## src/design/sfr_pkg.sv

```systemverilog
// shared constants, register codes and types for the stream find-and-replace block
package sfr_pkg;

    localparam int BYTE_W          = 8;
    localparam int MAX_PATTERN     = 8;
    localparam int MAX_REPLACEMENT = 8;
    localparam int LIST_DEPTH      = 8;
    localparam int LEN_W           = 4;
    localparam int CNT_W           = 4;
    localparam int IDX_W           = 3;
    localparam int DATA_W          = 64;
    localparam int ADDR_W          = 5;
    localparam int REG_IDX_W       = 2;

    // register index, taken from paddr bits above the 8-byte slot
    typedef enum logic [REG_IDX_W-1:0] {
        REG_PATTERN     = 2'd0,
        REG_PATTERN_LEN = 2'd1,
        REG_REPLACE     = 2'd2,
        REG_REPLACE_LEN = 2'd3
    } t_reg_idx;

    // configuration as seen by the datapath, lengths already clamped
    typedef struct packed {
        logic [MAX_PATTERN-1:0][BYTE_W-1:0]     pat;
        logic [LEN_W-1:0]                       plen;
        logic [MAX_REPLACEMENT-1:0][BYTE_W-1:0] rep;
        logic [LEN_W-1:0]                       rlen;
    } t_cfg;

    // result words produced by one input word
    typedef struct packed {
        logic [LIST_DEPTH-1:0][BYTE_W-1:0] data;
        logic [CNT_W-1:0]                  cnt;
        logic                              last;
        logic                              bare;
    } t_list;

endpackage

```

## src/design/sfr_cfg.sv

```systemverilog
// configuration registers behind the apb-style port
module sfr_cfg import sfr_pkg::*; (
    input  logic              i_clk,
    input  logic              i_rst_n,
    input  logic              psel,
    input  logic              penable,
    input  logic              pwrite,
    input  logic [ADDR_W-1:0] paddr,
    input  logic [DATA_W-1:0] pwdata,
    output logic [DATA_W-1:0] prdata,
    output logic              pready,
    output t_cfg              o_cfg,
    output logic              o_clr
);

    logic [DATA_W-1:0] r_pat;
    logic [LEN_W-1:0]  r_plen;
    logic [DATA_W-1:0] r_rep;
    logic [LEN_W-1:0]  r_rlen;
    logic              wr_en;
    t_reg_idx          reg_idx;

    assign pready  = 1'b1;
    assign wr_en   = psel && penable && pwrite;
    assign reg_idx = t_reg_idx'(paddr[ADDR_W-1 -: REG_IDX_W]);

    // register writes
    always_ff @(posedge i_clk) begin
        if (!i_rst_n) begin
            r_pat  <= '0;
            r_plen <= '0;
            r_rep  <= '0;
            r_rlen <= '0;
        end else if (wr_en) begin
            case (reg_idx)
                REG_PATTERN:     r_pat  <= pwdata;
                REG_PATTERN_LEN: r_plen <= pwdata[LEN_W-1:0];
                REG_REPLACE:     r_rep  <= pwdata;
                REG_REPLACE_LEN: r_rlen <= pwdata[LEN_W-1:0];
                default: ;
            endcase
        end
    end

    // any pattern write drops a partial match
    assign o_clr = wr_en && (reg_idx == REG_PATTERN || reg_idx == REG_PATTERN_LEN);

    // read mux
    always_comb begin
        case (reg_idx)
            REG_PATTERN:     prdata = r_pat;
            REG_PATTERN_LEN: prdata = DATA_W'(r_plen);
            REG_REPLACE:     prdata = r_rep;
            REG_REPLACE_LEN: prdata = DATA_W'(r_rlen);
            default:         prdata = '0;
        endcase
    end

    // clamp lengths to the storage depth
    always_comb begin
        o_cfg.pat  = r_pat;
        o_cfg.rep  = r_rep;
        o_cfg.plen = (r_plen > LEN_W'(MAX_PATTERN)) ? LEN_W'(MAX_PATTERN) : r_plen;
        o_cfg.rlen = (r_rlen > LEN_W'(MAX_REPLACEMENT)) ? LEN_W'(MAX_REPLACEMENT) : r_rlen;
    end

endmodule

```

## src/design/sfr_match.sv

```systemverilog
// input register, held partial match and single-pass match evaluation
module sfr_match import sfr_pkg::*; (
    input  logic              i_clk,
    input  logic              i_rst_n,
    input  t_cfg              i_cfg,
    input  logic              i_clr,
    input  logic              i_valid,
    output logic              o_ready,
    input  logic [BYTE_W-1:0] i_byte,
    input  logic              i_last,
    input  logic              i_free,
    output logic              o_load,
    output t_list             o_list,
    output logic [CNT_W-1:0]  o_held_cnt
);

    logic                                r_in_valid;
    logic [BYTE_W-1:0]                   r_in_byte;
    logic                                r_in_last;
    logic [MAX_PATTERN-1:0][BYTE_W-1:0]  r_held;
    logic [CNT_W-1:0]                    r_held_cnt;
    logic [MAX_PATTERN-1:0][BYTE_W-1:0]  n_held;
    logic [CNT_W-1:0]                    n_held_cnt;
    logic [IDX_W-1:0]                    h_eff;
    logic [CNT_W-1:0]                    n_cand;
    logic [MAX_PATTERN-1:0][BYTE_W-1:0]  cand;
    logic [MAX_PATTERN-1:0]              ok;
    logic [CNT_W-1:0]                    s_sel;
    logic                                match;

    assign o_load     = r_in_valid && i_free;
    assign o_ready    = !r_in_valid || o_load;
    assign o_held_cnt = r_held_cnt;

    // input word register
    always_ff @(posedge i_clk) begin
        if (!i_rst_n) begin
            r_in_valid <= 1'b0;
        end else if (i_valid && o_ready) begin
            r_in_valid <= 1'b1;
        end else if (o_load) begin
            r_in_valid <= 1'b0;
        end
    end

    always_ff @(posedge i_clk) begin
        if (i_valid && o_ready) begin
            r_in_byte <= i_byte;
            r_in_last <= i_last;
        end
    end

    // held bytes: payload, no reset
    always_ff @(posedge i_clk) begin
        if (o_load) begin
            r_held <= n_held;
        end
    end

    always_ff @(posedge i_clk) begin
        if (!i_rst_n) begin
            r_held_cnt <= '0;
        end else if (i_clr) begin
            r_held_cnt <= '0;
        end else if (o_load) begin
            r_held_cnt <= n_held_cnt;
        end
    end

    // candidate window: held bytes plus the new byte
    always_comb begin
        if (r_held_cnt >= i_cfg.plen) begin
            h_eff = '0;
        end else begin
            h_eff = r_held_cnt[IDX_W-1:0];
        end
        n_cand = CNT_W'(h_eff) + CNT_W'(1);
        for (int i = 0; i < MAX_PATTERN; i++) begin
            cand[i] = (IDX_W'(i) == h_eff) ? r_in_byte : r_held[i];
        end
    end

    // every start offset checked against the pattern prefix in parallel
    always_comb begin
        for (int s = 0; s < MAX_PATTERN; s++) begin
            ok[s] = 1'b1;
            if (CNT_W'(s) >= n_cand) begin
                ok[s] = 1'b0;
            end
            if ((n_cand - CNT_W'(s)) > i_cfg.plen) begin
                ok[s] = 1'b0;
            end
            for (int j = 0; j < MAX_PATTERN; j++) begin
                if ((CNT_W'(s + j) < n_cand) && (cand[IDX_W'(s + j)] != i_cfg.pat[j])) begin
                    ok[s] = 1'b0;
                end
            end
        end
    end

    // leftmost offset that still starts a match, window length if none
    always_comb begin
        s_sel = n_cand;
        for (int s = MAX_PATTERN - 1; s >= 0; s--) begin
            if (ok[s]) begin
                s_sel = CNT_W'(s);
            end
        end
        match = (i_cfg.plen != '0) && (s_sel == '0) && (n_cand == i_cfg.plen);
    end

    // next held window and the result list
    always_comb begin
        for (int j = 0; j < MAX_PATTERN; j++) begin
            n_held[j] = cand[IDX_W'(32'(s_sel) + j)];
        end
        if (match || r_in_last) begin
            n_held_cnt = '0;
        end else begin
            n_held_cnt = n_cand - s_sel;
        end

        o_list.last = r_in_last;
        o_list.bare = 1'b0;
        if (match) begin
            o_list.data = i_cfg.rep;
            o_list.cnt  = CNT_W'(i_cfg.rlen);
        end else begin
            o_list.data = cand;
            o_list.cnt  = r_in_last ? n_cand : s_sel;
        end
        if (r_in_last && (o_list.cnt == '0)) begin
            o_list.bare    = 1'b1;
            o_list.cnt     = CNT_W'(1);
            o_list.data[0] = '0;
        end
    end

endmodule

```

## src/design/sfr_outq.sv

```systemverilog
// result register that drains one word per cycle while the receiver is ready
module sfr_outq import sfr_pkg::*; (
    input  logic              i_clk,
    input  logic              i_rst_n,
    input  logic              i_load,
    input  t_list             i_list,
    output logic              o_free,
    output logic              o_valid,
    input  logic              i_ready,
    output logic [BYTE_W-1:0] o_byte,
    output logic              o_out_valid,
    output logic              o_last
);

    logic [LIST_DEPTH-1:0][BYTE_W-1:0] r_data;
    logic [CNT_W-1:0]                  r_cnt;
    logic                              r_last;
    logic                              r_bare;
    logic                              pop;

    assign o_valid = (r_cnt != '0);
    assign pop     = o_valid && i_ready;
    assign o_free  = (r_cnt == '0) || ((r_cnt == CNT_W'(1)) && i_ready);

    // count and flags
    always_ff @(posedge i_clk) begin
        if (!i_rst_n) begin
            r_cnt  <= '0;
            r_last <= 1'b0;
            r_bare <= 1'b0;
        end else if (i_load) begin
            r_cnt  <= i_list.cnt;
            r_last <= i_list.last;
            r_bare <= i_list.bare;
        end else if (pop) begin
            r_cnt <= r_cnt - CNT_W'(1);
        end
    end

    // byte list shifts down as words leave
    always_ff @(posedge i_clk) begin
        if (i_load) begin
            r_data <= i_list.data;
        end else if (pop) begin
            r_data <= {BYTE_W'(0), r_data[LIST_DEPTH-1:1]};
        end
    end

    assign o_byte      = r_data[0];
    assign o_out_valid = !r_bare;
    assign o_last      = r_last && (r_cnt == CNT_W'(1));

endmodule

```

## src/design/stream_find_replace.sv

```systemverilog
// top level of the stream find-and-replace block
// Replaces each leftmost, non-overlapping occurrence of a pattern of up to eight bytes in a
// byte stream with a replacement of zero to eight bytes. An accepted word is registered
// before the match logic sees it, and its results enter the result register when free.
// The block takes one byte per cycle while each byte yields at most one result and the
// receiver is ready; a byte that yields several results (a replacement, a run of released
// bytes or the flush on the last byte) holds the input until the result register has handed
// them out, one word per cycle. A byte with no result does not hold the input. Write
// configuration only while the stream is idle; a pattern write drops any partial match.
module stream_find_replace import sfr_pkg::*; (
    input  logic              i_clk,
    input  logic              i_rst_n,
    input  logic              i_valid,
    output logic              o_ready,
    input  logic [BYTE_W-1:0] i_in_byte,
    input  logic              i_in_last,
    output logic              o_valid,
    input  logic              i_ready,
    output logic [BYTE_W-1:0] o_out_byte,
    output logic              o_out_valid,
    output logic              o_out_last,
    input  logic              psel,
    input  logic              penable,
    input  logic              pwrite,
    input  logic [ADDR_W-1:0] paddr,
    input  logic [DATA_W-1:0] pwdata,
    output logic [DATA_W-1:0] prdata,
    output logic              pready
);

    t_cfg             cfg;
    logic             clr;
    logic             load;
    logic             free;
    t_list            list;
    logic [CNT_W-1:0] held_cnt;

    // configuration registers
    sfr_cfg u_cfg (
        .i_clk   (i_clk),
        .i_rst_n (i_rst_n),
        .psel    (psel),
        .penable (penable),
        .pwrite  (pwrite),
        .paddr   (paddr),
        .pwdata  (pwdata),
        .prdata  (prdata),
        .pready  (pready),
        .o_cfg   (cfg),
        .o_clr   (clr)
    );

    // match evaluation
    sfr_match u_match (
        .i_clk      (i_clk),
        .i_rst_n    (i_rst_n),
        .i_cfg      (cfg),
        .i_clr      (clr),
        .i_valid    (i_valid),
        .o_ready    (o_ready),
        .i_byte     (i_in_byte),
        .i_last     (i_in_last),
        .i_free     (free),
        .o_load     (load),
        .o_list     (list),
        .o_held_cnt (held_cnt)
    );

    // result drain
    sfr_outq u_outq (
        .i_clk       (i_clk),
        .i_rst_n     (i_rst_n),
        .i_load      (load),
        .i_list      (list),
        .o_free      (free),
        .o_valid     (o_valid),
        .i_ready     (i_ready),
        .o_byte      (o_out_byte),
        .o_out_valid (o_out_valid),
        .o_last      (o_out_last)
    );

    // a partial match is always shorter than the full pattern depth
    a_held_bound: assert property (@(posedge i_clk) disable iff (!i_rst_n)
        held_cnt < CNT_W'(MAX_PATTERN))
        else $error("held count reached pattern depth");

    // the last byte of a text leaves nothing held
    a_last_flush: assert property (@(posedge i_clk) disable iff (!i_rst_n)
        (load && list.last && !clr) |=> (held_cnt == '0))
        else $error("held bytes survive end of text");

    // a bare end mark is always the final word of its text
    a_bare_last: assert property (@(posedge i_clk) disable iff (!i_rst_n)
        (o_valid && !o_out_valid) |-> o_out_last)
        else $error("bare word without end mark");

    // a load never lands on a result register that still has words to give
    a_no_overrun: assert property (@(posedge i_clk) disable iff (!i_rst_n)
        (load && o_valid && !i_ready) |-> 1'b0)
        else $error("result register overwritten");

endmodule

```

## config.mk

```make
export PLATFORM = sky130hd
export DESIGN_NAME = stream_find_replace
export DESIGN_NICKNAME = d
export VERILOG_FILES = /design/src/design/sfr_pkg.sv /design/src/design/sfr_cfg.sv /design/src/design/sfr_match.sv /design/src/design/sfr_outq.sv /design/src/design/stream_find_replace.sv
export SDC_FILE = /design/constraint.sdc
export NUM_CORES = 1
export LEC_CHECK = 0
export BUFFER_PORTS_ARGS = -buffer_cell sky130_fd_sc_hd__buf_2
export CORE_MARGIN = 2
export CORE_UTILIZATION = 55
export CTS_CLUSTER_DIAMETER = 100
export DETAILED_ROUTE_END_ITERATION = 6
export GPL_TIMING_DRIVEN = 1
export PLACE_DENSITY = 0.74
export SETUP_SLACK_MARGIN = 0.1
export SLEW_MARGIN = 20
export SYNTH_ARGS = -nofsm -noshare
export SYNTH_HDL_FRONTEND = slang
export SYNTH_SLANG_ARGS = --single-unit
```

## constraint.sdc

```tcl
create_clock -name i_clk -period 8.3 [get_ports i_clk]
set_clock_uncertainty 0.1 [all_clocks]
set_input_delay 1.66 -clock i_clk [delete_from_list [all_inputs] [get_ports i_clk]]
set_output_delay 1.66 -clock i_clk [all_outputs]
set_load 0.005 [all_outputs]
```

**Yosys cells after proc, flatten, opt, wreduce, memory -nomap -nowiden**

Cells that the tools add are included.

- Muxes and demuxes: 127
- Bitwise gates (word level): 1
- Add/subtract/negate cells: 17
- Equal/unequal tests: 52
- Reductions and logical operators: 95
- $lt $le $gt $ge: 42

Operator list:

| operator | number |
|---|---|
| $ne 8x8->1 | 32 |
| $pmux 64 s4 | 1 |
| $bmux 8 s3 | 8 |
| $mux 64 | 2 |
| $mux 8 | 16 |
| $mux 1 | 83 |
| $logic_and 1x1->1 | 75 |
| $mux 68 | 1 |
| $ne 8x8->1 const A | 8 |
| $mux 4 | 14 |
| $gt 4x4->1 | 8 |
| $lt 3x4->1 const B | 8 |
| $lt 4x4->1 const A | 7 |
| $ge 3x4->1 const A | 4 |
| $lt 3x4->1 const A | 4 |
| $sub 4x3->4 const B | 4 |
| $add 3x3->3 const B | 4 |
| $eq 3x3->1 const A | 4 |
| $logic_not 4->1 | 3 |
| $mux 12 | 1 |
| $ge 1x4->1 const A | 2 |
| $ge 2x4->1 const A | 2 |
| $gt 4x4->1 const B | 2 |
| $lt 1x4->1 const A | 2 |
| other kinds (24) | 39 |

- Register bits after elaboration: 284
- Input port bits: 85
- Logic and storage cells: 361

**Depth between registers and ports, before layout**

Gate-level depths: netlist of the first run.

- Depth in word-level cells: 32
- Depth in mapped cells: 37

**By module**

From an unflattened synthesis of the first run, not the netlist that was laid out.

- Cells, all modules: 2233
- Area, all modules: 21007.6 µm²

By module, submodules not included:

| module | area an instance (µm²) | instances | cells each |
|---|---|---|---|
| sfr_match | 11792.6 | 1 | 1379 |
| sfr_cfg | 6133.4 | 1 | 664 |
| sfr_outq | 3081.7 | 1 | 190 |

**Worst setup path before layout of the first run**

Ideal clock, no wire load.

- Path kind: flip-flop to flip-flop
- From: reg u_cfg.r_plen[3]
- To: reg u_outq.r_data[48] in the netlist's numbering, data pin
- Buffers on the path: 9
- Setup time: 0.264 ns
- Stages on the path, launching flop included: 35
- Data required time: 7.936 ns
- Setup slack: 0.904 ns
- Arrival: 7.032 ns
- Clock period less this slack: 7.396 ns
- Cells stage by stage: dfxtp_1 > inv_1 > nand2_1 > ha_1 > or3b_2 > clkbuf_1 > nand2_1 > nand3_1 > inv_1 > ha_1 > ha_1 > clkbuf_1 > mux2i_1 > clkbuf_1 > xnor2_1 > nor4_1 > nand2_1 > a211o_1 > nor4_2 > a211oi_1 > a211oi_2 > buf_4 > buf_8 > inv_2 > buf_2 > ha_1 > nand3_1 > nor3_1 > a2bb2oi_1 > buf_2 > buf_2 > clkbuf_1 > nand2_1 > o211ai_1 > nand2_1

- Word-level cells in the longest chain between the ends: 29

RTL lines:

| element | RTL line | text |
|---|---|---|
| start, declared | sfr_cfg.sv:17 | `logic [LEN_W-1:0] r_plen;` |
| start signal, assigned | sfr_cfg.sv:37 | `REG_PATTERN_LEN: r_plen <= pwdata[LEN_W-1:0];` |
| $gt 4x4->1 | sfr_cfg.sv:63 | `o_cfg.plen = (r_plen > LEN_W'(MAX_PATTERN)) ? LEN_W'(MAX_PATTERN) : r_plen;` |
| $mux 4 * | sfr_cfg.sv:63 |  |
| $ge 4x4->1 | sfr_match.sv:72 | `if (r_held_cnt >= i_cfg.plen) begin` |
| $mux 3 | sfr_match.sv:72 |  |
| $add 3x1->4 | sfr_match.sv:77 | `n_cand = CNT_W'(h_eff) + CNT_W'(1);` |
| $sub 4x3->4 or $ge 3x4->1 (tied branches) | sfr_match.sv:90, sfr_match.sv:87 |  |
| $gt 4x4->1 or $mux 1 (tied branches) | sfr_match.sv:90, sfr_match.sv:87 |  |
| $mux 1 | sfr_match.sv:90 | `if ((n_cand - CNT_W'(s)) > i_cfg.plen) begin` |
| $mux 1 (8 in series) | sfr_match.sv:94 | `if ((CNT_W'(s + j) < n_cand) && (cand[IDX_W'(s + j)] != i_cfg.pat[j])) begin` |
| $mux 4 (8 in series) | sfr_match.sv:105 | `if (ok[s]) begin` |
| $logic_not 4->1 | sfr_match.sv:109 | `match = (i_cfg.plen != '0) && (s_sel == '0) && (n_cand == i_cfg.plen);` |
| $logic_and 1x1->1 (2 in series) | sfr_match.sv:109 |  |
| $mux 68 * | sfr_match.sv:125 | `if (match) begin` |
| $mux 64 * | sfr_outq.sv:42 | `if (i_load) begin` |
| end signal, assigned | sfr_outq.sv:43 | `r_data <= i_list.data;` |
| end signal, assigned | sfr_outq.sv:45 | `r_data <= {BYTE_W'(0), r_data[LIST_DEPTH-1:1]};` |
| end, declared | sfr_outq.sv:15 | `logic [LIST_DEPTH-1:0][BYTE_W-1:0] r_data;` |

Mark *: on every way between the ends. The rest lies on a longest branch, timed or not.
A chain may end at the register's enable or synchronous reset.

**Worst setup path after layout of the first run**

- From: reg u_cfg.r_plen[3]
- To: reg u_outq.r_data[35] in the netlist's numbering, data pin

Same word-level chain as after synthesis.

==> results.yml, run 1 <==
synthesis:
  async_reset_ff_share_pct: 0
  syn_inst: 2428
  ys_types: 77
  ys_top_cells_by_area: "edfxtp_1 (19%), mux2i_1 (14%), dfxtp_1 (14%)"
  synth_nets: 2564
  synth_top_area_cell: "edfxtp_1"
  synth.top_cell.area_share_pct: 19.4
  ys_ff_latch: 284
  ys_warn_count: 0
  synth.avg_cell_area_um2: 8.75
  synth_most_common_cell: "nand2_1"
  synth_edf_count: 137
  synth-main-ff-cell: "dfxtp_1"
  synth_common_cells: "nand2_1 (454), mux2i_1 (302), clkbuf_1 (182)"
  synth_area_um2: 21200
  seq_area_frac_synth_pct: 33.2
critical_path:
  crit_required_ns: 8.55
  crit_slowest_cell: "or3b_2"
  arrival_ns: 7.95
  end_kind: "flip-flop"
  r2r-start: "u_cfg.r_plen[3]"
  start_kind: "flip-flop"
  path_max_fanout: 91
  crit_start: "u_cfg.r_plen[3]"
  cpMostUsedCell: "ha_1"
  path_class: "flip-flop to flip-flop"
  slowest_delay_ns: 0.54
  critical_path_buf_inv_count: 6
  cp_top_family: "simple AND/OR/NAND/NOR gates"
sta:
  rsz0062_at_grt: "no"
  worstMarginPinSlew_ns: 1.14
  hold_viol: 0
  fmax_mhz: 130
  hold_slack_ns: 0.362
  drv_slew: 0
  setup_tns_ns: 0
  setup_viol: 0
  maxSlewHeadroom_pct: 23.9
  min_period_over_period_pct: 92.7
  min_period_ns: 7.69
route:
  routedWlPerCell_um: 24.3
  drc_errors: 0
  wirelength_um: 72800
  ant_nets: 0
  drt_iter0_drc: 2159
  drtPass1Iterations: 6
  num_vias: 19000
  via_per_inst: 6.36
floorplanning:
  die-height_um: 200
  ios: 162
  start_util_pct: 56.1
  die_w_um: 200
  num_rows: 71
  die_area_um2: 40200
  core-area_um2: 37800
global_route:
  grt_use_total_pct: 35.2
  antenna_found_initial: 0
  overflow: 0
  grt_max_degree: 105
  grt_pass1_vias: 18200
  grt_pass1_wl_um: 111000
final_layout:
  drive_gt1_share_pct: 14.9
  postLayoutCellArea_um2: 23400
  antenna_cells: 0
  area_growth_pct: 10.2
  fin_cells: 2992
  finalNetCount: 2592
  n_fill_cell: 3242
power:
  p_total_w: 0.00466
  p_leak_nw: 9.79
  power_density_nw_per_um2: 199
  vdd_drop_max_uv: 160
run:
  max_cap_viol_count: 0
place:
  dp_hpwl_um: 51400
  placed_cell_area_um2: 22300
  gp_congestion: 0.990
  port_buffers: 157
  placed_cells: 2932
clocking:
  root_buffer: "clkbuf_16"
  cts_max_level: 1
  cts_buffers: 31
  clockBufferDepth: 3
  holdBufCountCts: 0
  insertion_delay_ns: 0.61
  cts.sinks: 284
  tritoncts: "built"
  clk_pin_slew_ns: 0.06
min_path:
  worstHoldStart: "u_outq.r_last"
  hold_path.class: "flip-flop to flip-flop"
status:
  status: "finished clean"
==> flip-flops by register name, summed over array words and instances, names as in the netlist <==
signal / count
u_cfg.r_plen: 4
u_outq.r_bare: 1
u_outq.r_data: 56
u_match.r_in_last: 1
u_match.r_in_byte: 8
u_match.r_held: 64
u_match.o_held_cnt: 4
u_outq.o_byte: 8
u_outq.r_last: 1
u_match.r_in_valid: 1
u_cfg.r_rlen: 4
u_cfg.r_rep: 64
u_outq.r_cnt: 4
u_cfg.r_pat: 64
==> through the flow <==
stage,setup WS (ns),utilization (%)
floorplan,0.904,-
global placement,0.554,59.0
detailed placement,0.436,59.0
CTS,0.384,61.6
global route,0.207,61.8
finish,0.607,61.8
==> final timing paths <==
path | to | slack (ns) | cells past startpoint
setup / recovery | u_outq.r_data[35] | 0.61 | 28
hold / removal | u_outq.r_last | 0.36 | 2
setup reg to reg | u_outq.r_data[35] | 0.61 | 28
hold reg to reg | u_outq.r_last | 0.36 | 2
==> cell type report <==
| cell class | instances | area [um^2] | share of cell area, % |
|---|---|---|---|
| Timing Repair Buffer | 246 | 1520 | 6.48 |
| Tap cell | 511 | 639 | 2.73 |
| Clock inverter | 15 | 120 | 0.514 |
| Multi-Input combinational cell | 1864 | 13100 | 55.9 |
| Sequential cell | 284 | 7060 | 30.2 |
| Inverter | 29 | 119 | 0.508 |
| Clock buffer | 43 | 872 | 3.73 |
==> cells in the final DEF, fill, tap and decap left out, drive strengths merged, types with 18 or more instances in the layout <==
cell / instances
nand2: 454
nor2: 99
xnor2: 104
mux2i: 302
o2111ai: 20
nand3: 107
inv: 31
ha: 50
nor4: 62
nand2b: 22
a211oi: 18
nor2b: 21
a21oi: 74
dfxtp: 147
nand4: 34
o21ai: 59
buf: 246
edfxtp: 137
o211ai: 52
clkbuf: 43
xor2: 162
a21boi: 131
==> worst min-delay path: stages, from the launching register on <==
cell and delay, ns:
dfxtp_1 0.30, nand2_1 0.05, a21boi_0 0.06
==> power breakdown <==
part	internal [W]	switching [W]
registers	0.00183	0.000120
logic	0.000441	0.000895
clock network	0.000768	0.000612
total	0.00304	0.00163
==> per-layer routing <==
metal,track usage [%],vias to the layer above,wire length [um]
li1,-,8550,-
met5,0,-,0
met1,46.1,9143,28600
met2,57.0,1097,33300
met4,16.8,0,4130
met3,5.75,233,6780
==> cell families (layout without fill, tap and decap cells) <==
logic type      after synthesis  after routing  synth area share [%]
flops                       284            284                  33.2
mux                         314            314                  15.5
xor+xnor                    266            266                  11.0
other cells                   1              1                0.0177
simple gates                831            831                  17.7
compound gates              401            401                  13.8
fa+ha+maj                    51             51                  3.04
buf+inv                     280            333                  5.76
==> what timing repair did <==
item | in CTS | in global routing
setup endpoints to repair | 0 | 49
resized for setup | 0 | 2
setup buffers | 0 | 1
hold endpoints to repair | 0 | 0
No activity file was read; power rests on OpenSTA's default activity.
==> run 2, diff against run 1 <==
--- a/config.mk
+++ b/config.mk
@@ -8,6 +8,7 @@
 export BUFFER_PORTS_ARGS = -buffer_cell sky130_fd_sc_hd__buf_2
 export CORE_MARGIN = 2
 export CORE_UTILIZATION = 55
+export CTS_BUF_LIST = sky130_fd_sc_hd__clkbuf_8
 export CTS_CLUSTER_DIAMETER = 100
 export DETAILED_ROUTE_END_ITERATION = 6
 export GPL_TIMING_DRIVEN = 1
==> results.yml, run 2 (synthesis gave the netlist of run 1 again) <==
status:
  status: "finished clean"
floorplanning:
  ios: 162
  num_rows: 71
  core-area_um2: 37800
  die_w_um: 200
  die_area_um2: 40200
  die-height_um: 200
  start_util_pct: 56.1
global_route:
  use_met1_pct: 46.2
  busiest_layer: "met2"
  overflow: 0
  grt_use_total_pct: 35.5
  use_met3_pct: 6.87
  gr-usage-met2_pct: 57.2
  grt_pass1_wl_um: 111000
  grt_pass1_vias: 18400
  antenna_found_initial: 1
  grt_max_degree: 105
sta:
  setup_viol: 0
  worstMarginPinSlew_ns: 1.19
  hold_viol: 0
  rsz0062_at_grt: "no"
  min_period_ns: 7.73
  min_period_over_period_pct: 93.2
  setup_tns_ns: 0
  fmax_mhz: 129
  drv_slew: 0
  maxSlewHeadroom_pct: 20.9
critical_path:
  start_kind: "flip-flop"
  end_kind: "flip-flop"
  path_max_fanout: 91
  arrival_ns: 8.03
  crit_required_ns: 8.59
  crit_slowest_cell: "or3b_2"
  path_class: "flip-flop to flip-flop"
  cpMostUsedCell: "ha_1"
  slowest_delay_ns: 0.54
clocking:
  root_buffer: "clkbuf_8"
  cts.sinks: 284
  cts_max_level: 2
  tritoncts: "built"
  holdBufCountCts: 0
  clk_pin_slew_ns: 0.06
  insertion_delay_ns: 0.66
  cts_buffers: 49
  clockBufferDepth: 3
final_layout:
  finalNetCount: 2610
  area_growth_pct: 10.7
  antenna_cells: 0
  final_common_cell: "nand2_1"
  layout_common_cells: "nand2_1 (453), mux2i_1 (298), xor2_1 (161), buf_2 (155), dfxtp_1 (147)"
  postLayoutCellArea_um2: 23500
  drive_gt1_share_pct: 15.9
  top_regs: "u_cfg.r_pat x64, u_cfg.r_rep x64, u_match.r_held x64"
run:
  max_cap_viol_count: 0
route:
  ant_nets: 0
  routedWlPerCell_um: 24.1
  num_vias: 19000
  drt_iter0_drc: 2174
  wirelength_um: 72900
  drc_errors: 0
  via_per_inst: 6.30
  drtPass1Iterations: 6
power:
  power_density_nw_per_um2: 200
  p_leak_nw: 9.91
  vdd_drop_max_uv: 134
place:
  gp_congestion: 0.990
  port_buffers: 157
  dp_hpwl_um: 51400
  placed_cell_area_um2: 22300
min_path:
  hold_path.class: "flip-flop to flip-flop"
-- run 2: changes by cell type in the layout (fill, tap and decap cells not counted), sizes merged --
cell,delta
buf,-1
clkinv,+3
inv,+8
bufinv,+2
clkinvlp,-1
clkbuf,+22
-- run 2: layer usage --
metal,wire (um),vias up
li1,-,8605
met2,33400,1073
met5,19,-
met1,28900,9145
met4,3580,2
met3,6980,224
-- run 2: area by class of cell --
cell class / instances / area, um^2
Inverter: 29 / 119
Sequential cell: 284 / 7060
Fill cell: 3220 / 14300
Multi-Input combinational cell: 1864 / 13100
Clock inverter: 27 / 209
Timing Repair Buffer: 246 / 1530
Clock buffer: 64 / 881
Tap cell: 511 / 639
-- run 2: path summary, 6_finish.rpt --
| path | startpoint | endpoint | slack, ns | cells past startpoint |
|---|---|---|---|---|
| worst max-delay path | u_cfg.r_plen[3] | u_outq.r_data[35] | 0.57 | 29 |
| worst min-delay path | u_outq.r_last | u_outq.r_last | 0.36 | 2 |
| worst max register to register | u_cfg.r_plen[3] | u_outq.r_data[35] | 0.57 | 29 |
| worst min register to register | u_outq.r_last | u_outq.r_last | 0.36 | 2 |
-- run 2: through the flow --
step / instances / worst slack (ns) / total power [W] / hold WS [ns] / utilization [%]
2_1_floorplan: 2428 / 0.904 / 0.00279 / 0.334 / -
4_1_cts: 3023 / 0.371 / 0.00466 / 0.363 / 61.9
3_5_place_dp: 2932 / 0.436 / 0.00325 / 0.356 / 59.0
3_3_place_gp: 2932 / 0.554 / 0.00322 / 0.347 / 59.0
6_report: 3025 / 0.565 / 0.00469 / 0.361 / 62.1
5_1_grt: 3025 / 0.140 / 0.00488 / 0.383 / 62.1
-- run 2: repair_timing --
item | 4_1_cts | 5_1_grt
setup endpoints to repair | 0 | 56
resized for setup | 0 | 4
buffers inserted | 0 | 1
-- run 2: report_power, final --
part	switching [W]	internal, W	total [W]
sequential	0.000119	0.00183	0.00195
clock	0.000626	0.000789	0.00142
combinational	0.000892	0.000441	0.00133
total	0.00164	0.00306	0.00469
-- run 2: critical path: cells and delay by family (launching register included) --
kind | cells | cell delay, ns
fa+ha+maj | 5 | 1.44
buf+inv | 6 | 1.13
flops | 1 | 0.33
simple gates | 10 | 2.76
compound gates | 7 | 1.26
xor+xnor | 1 | 0.33
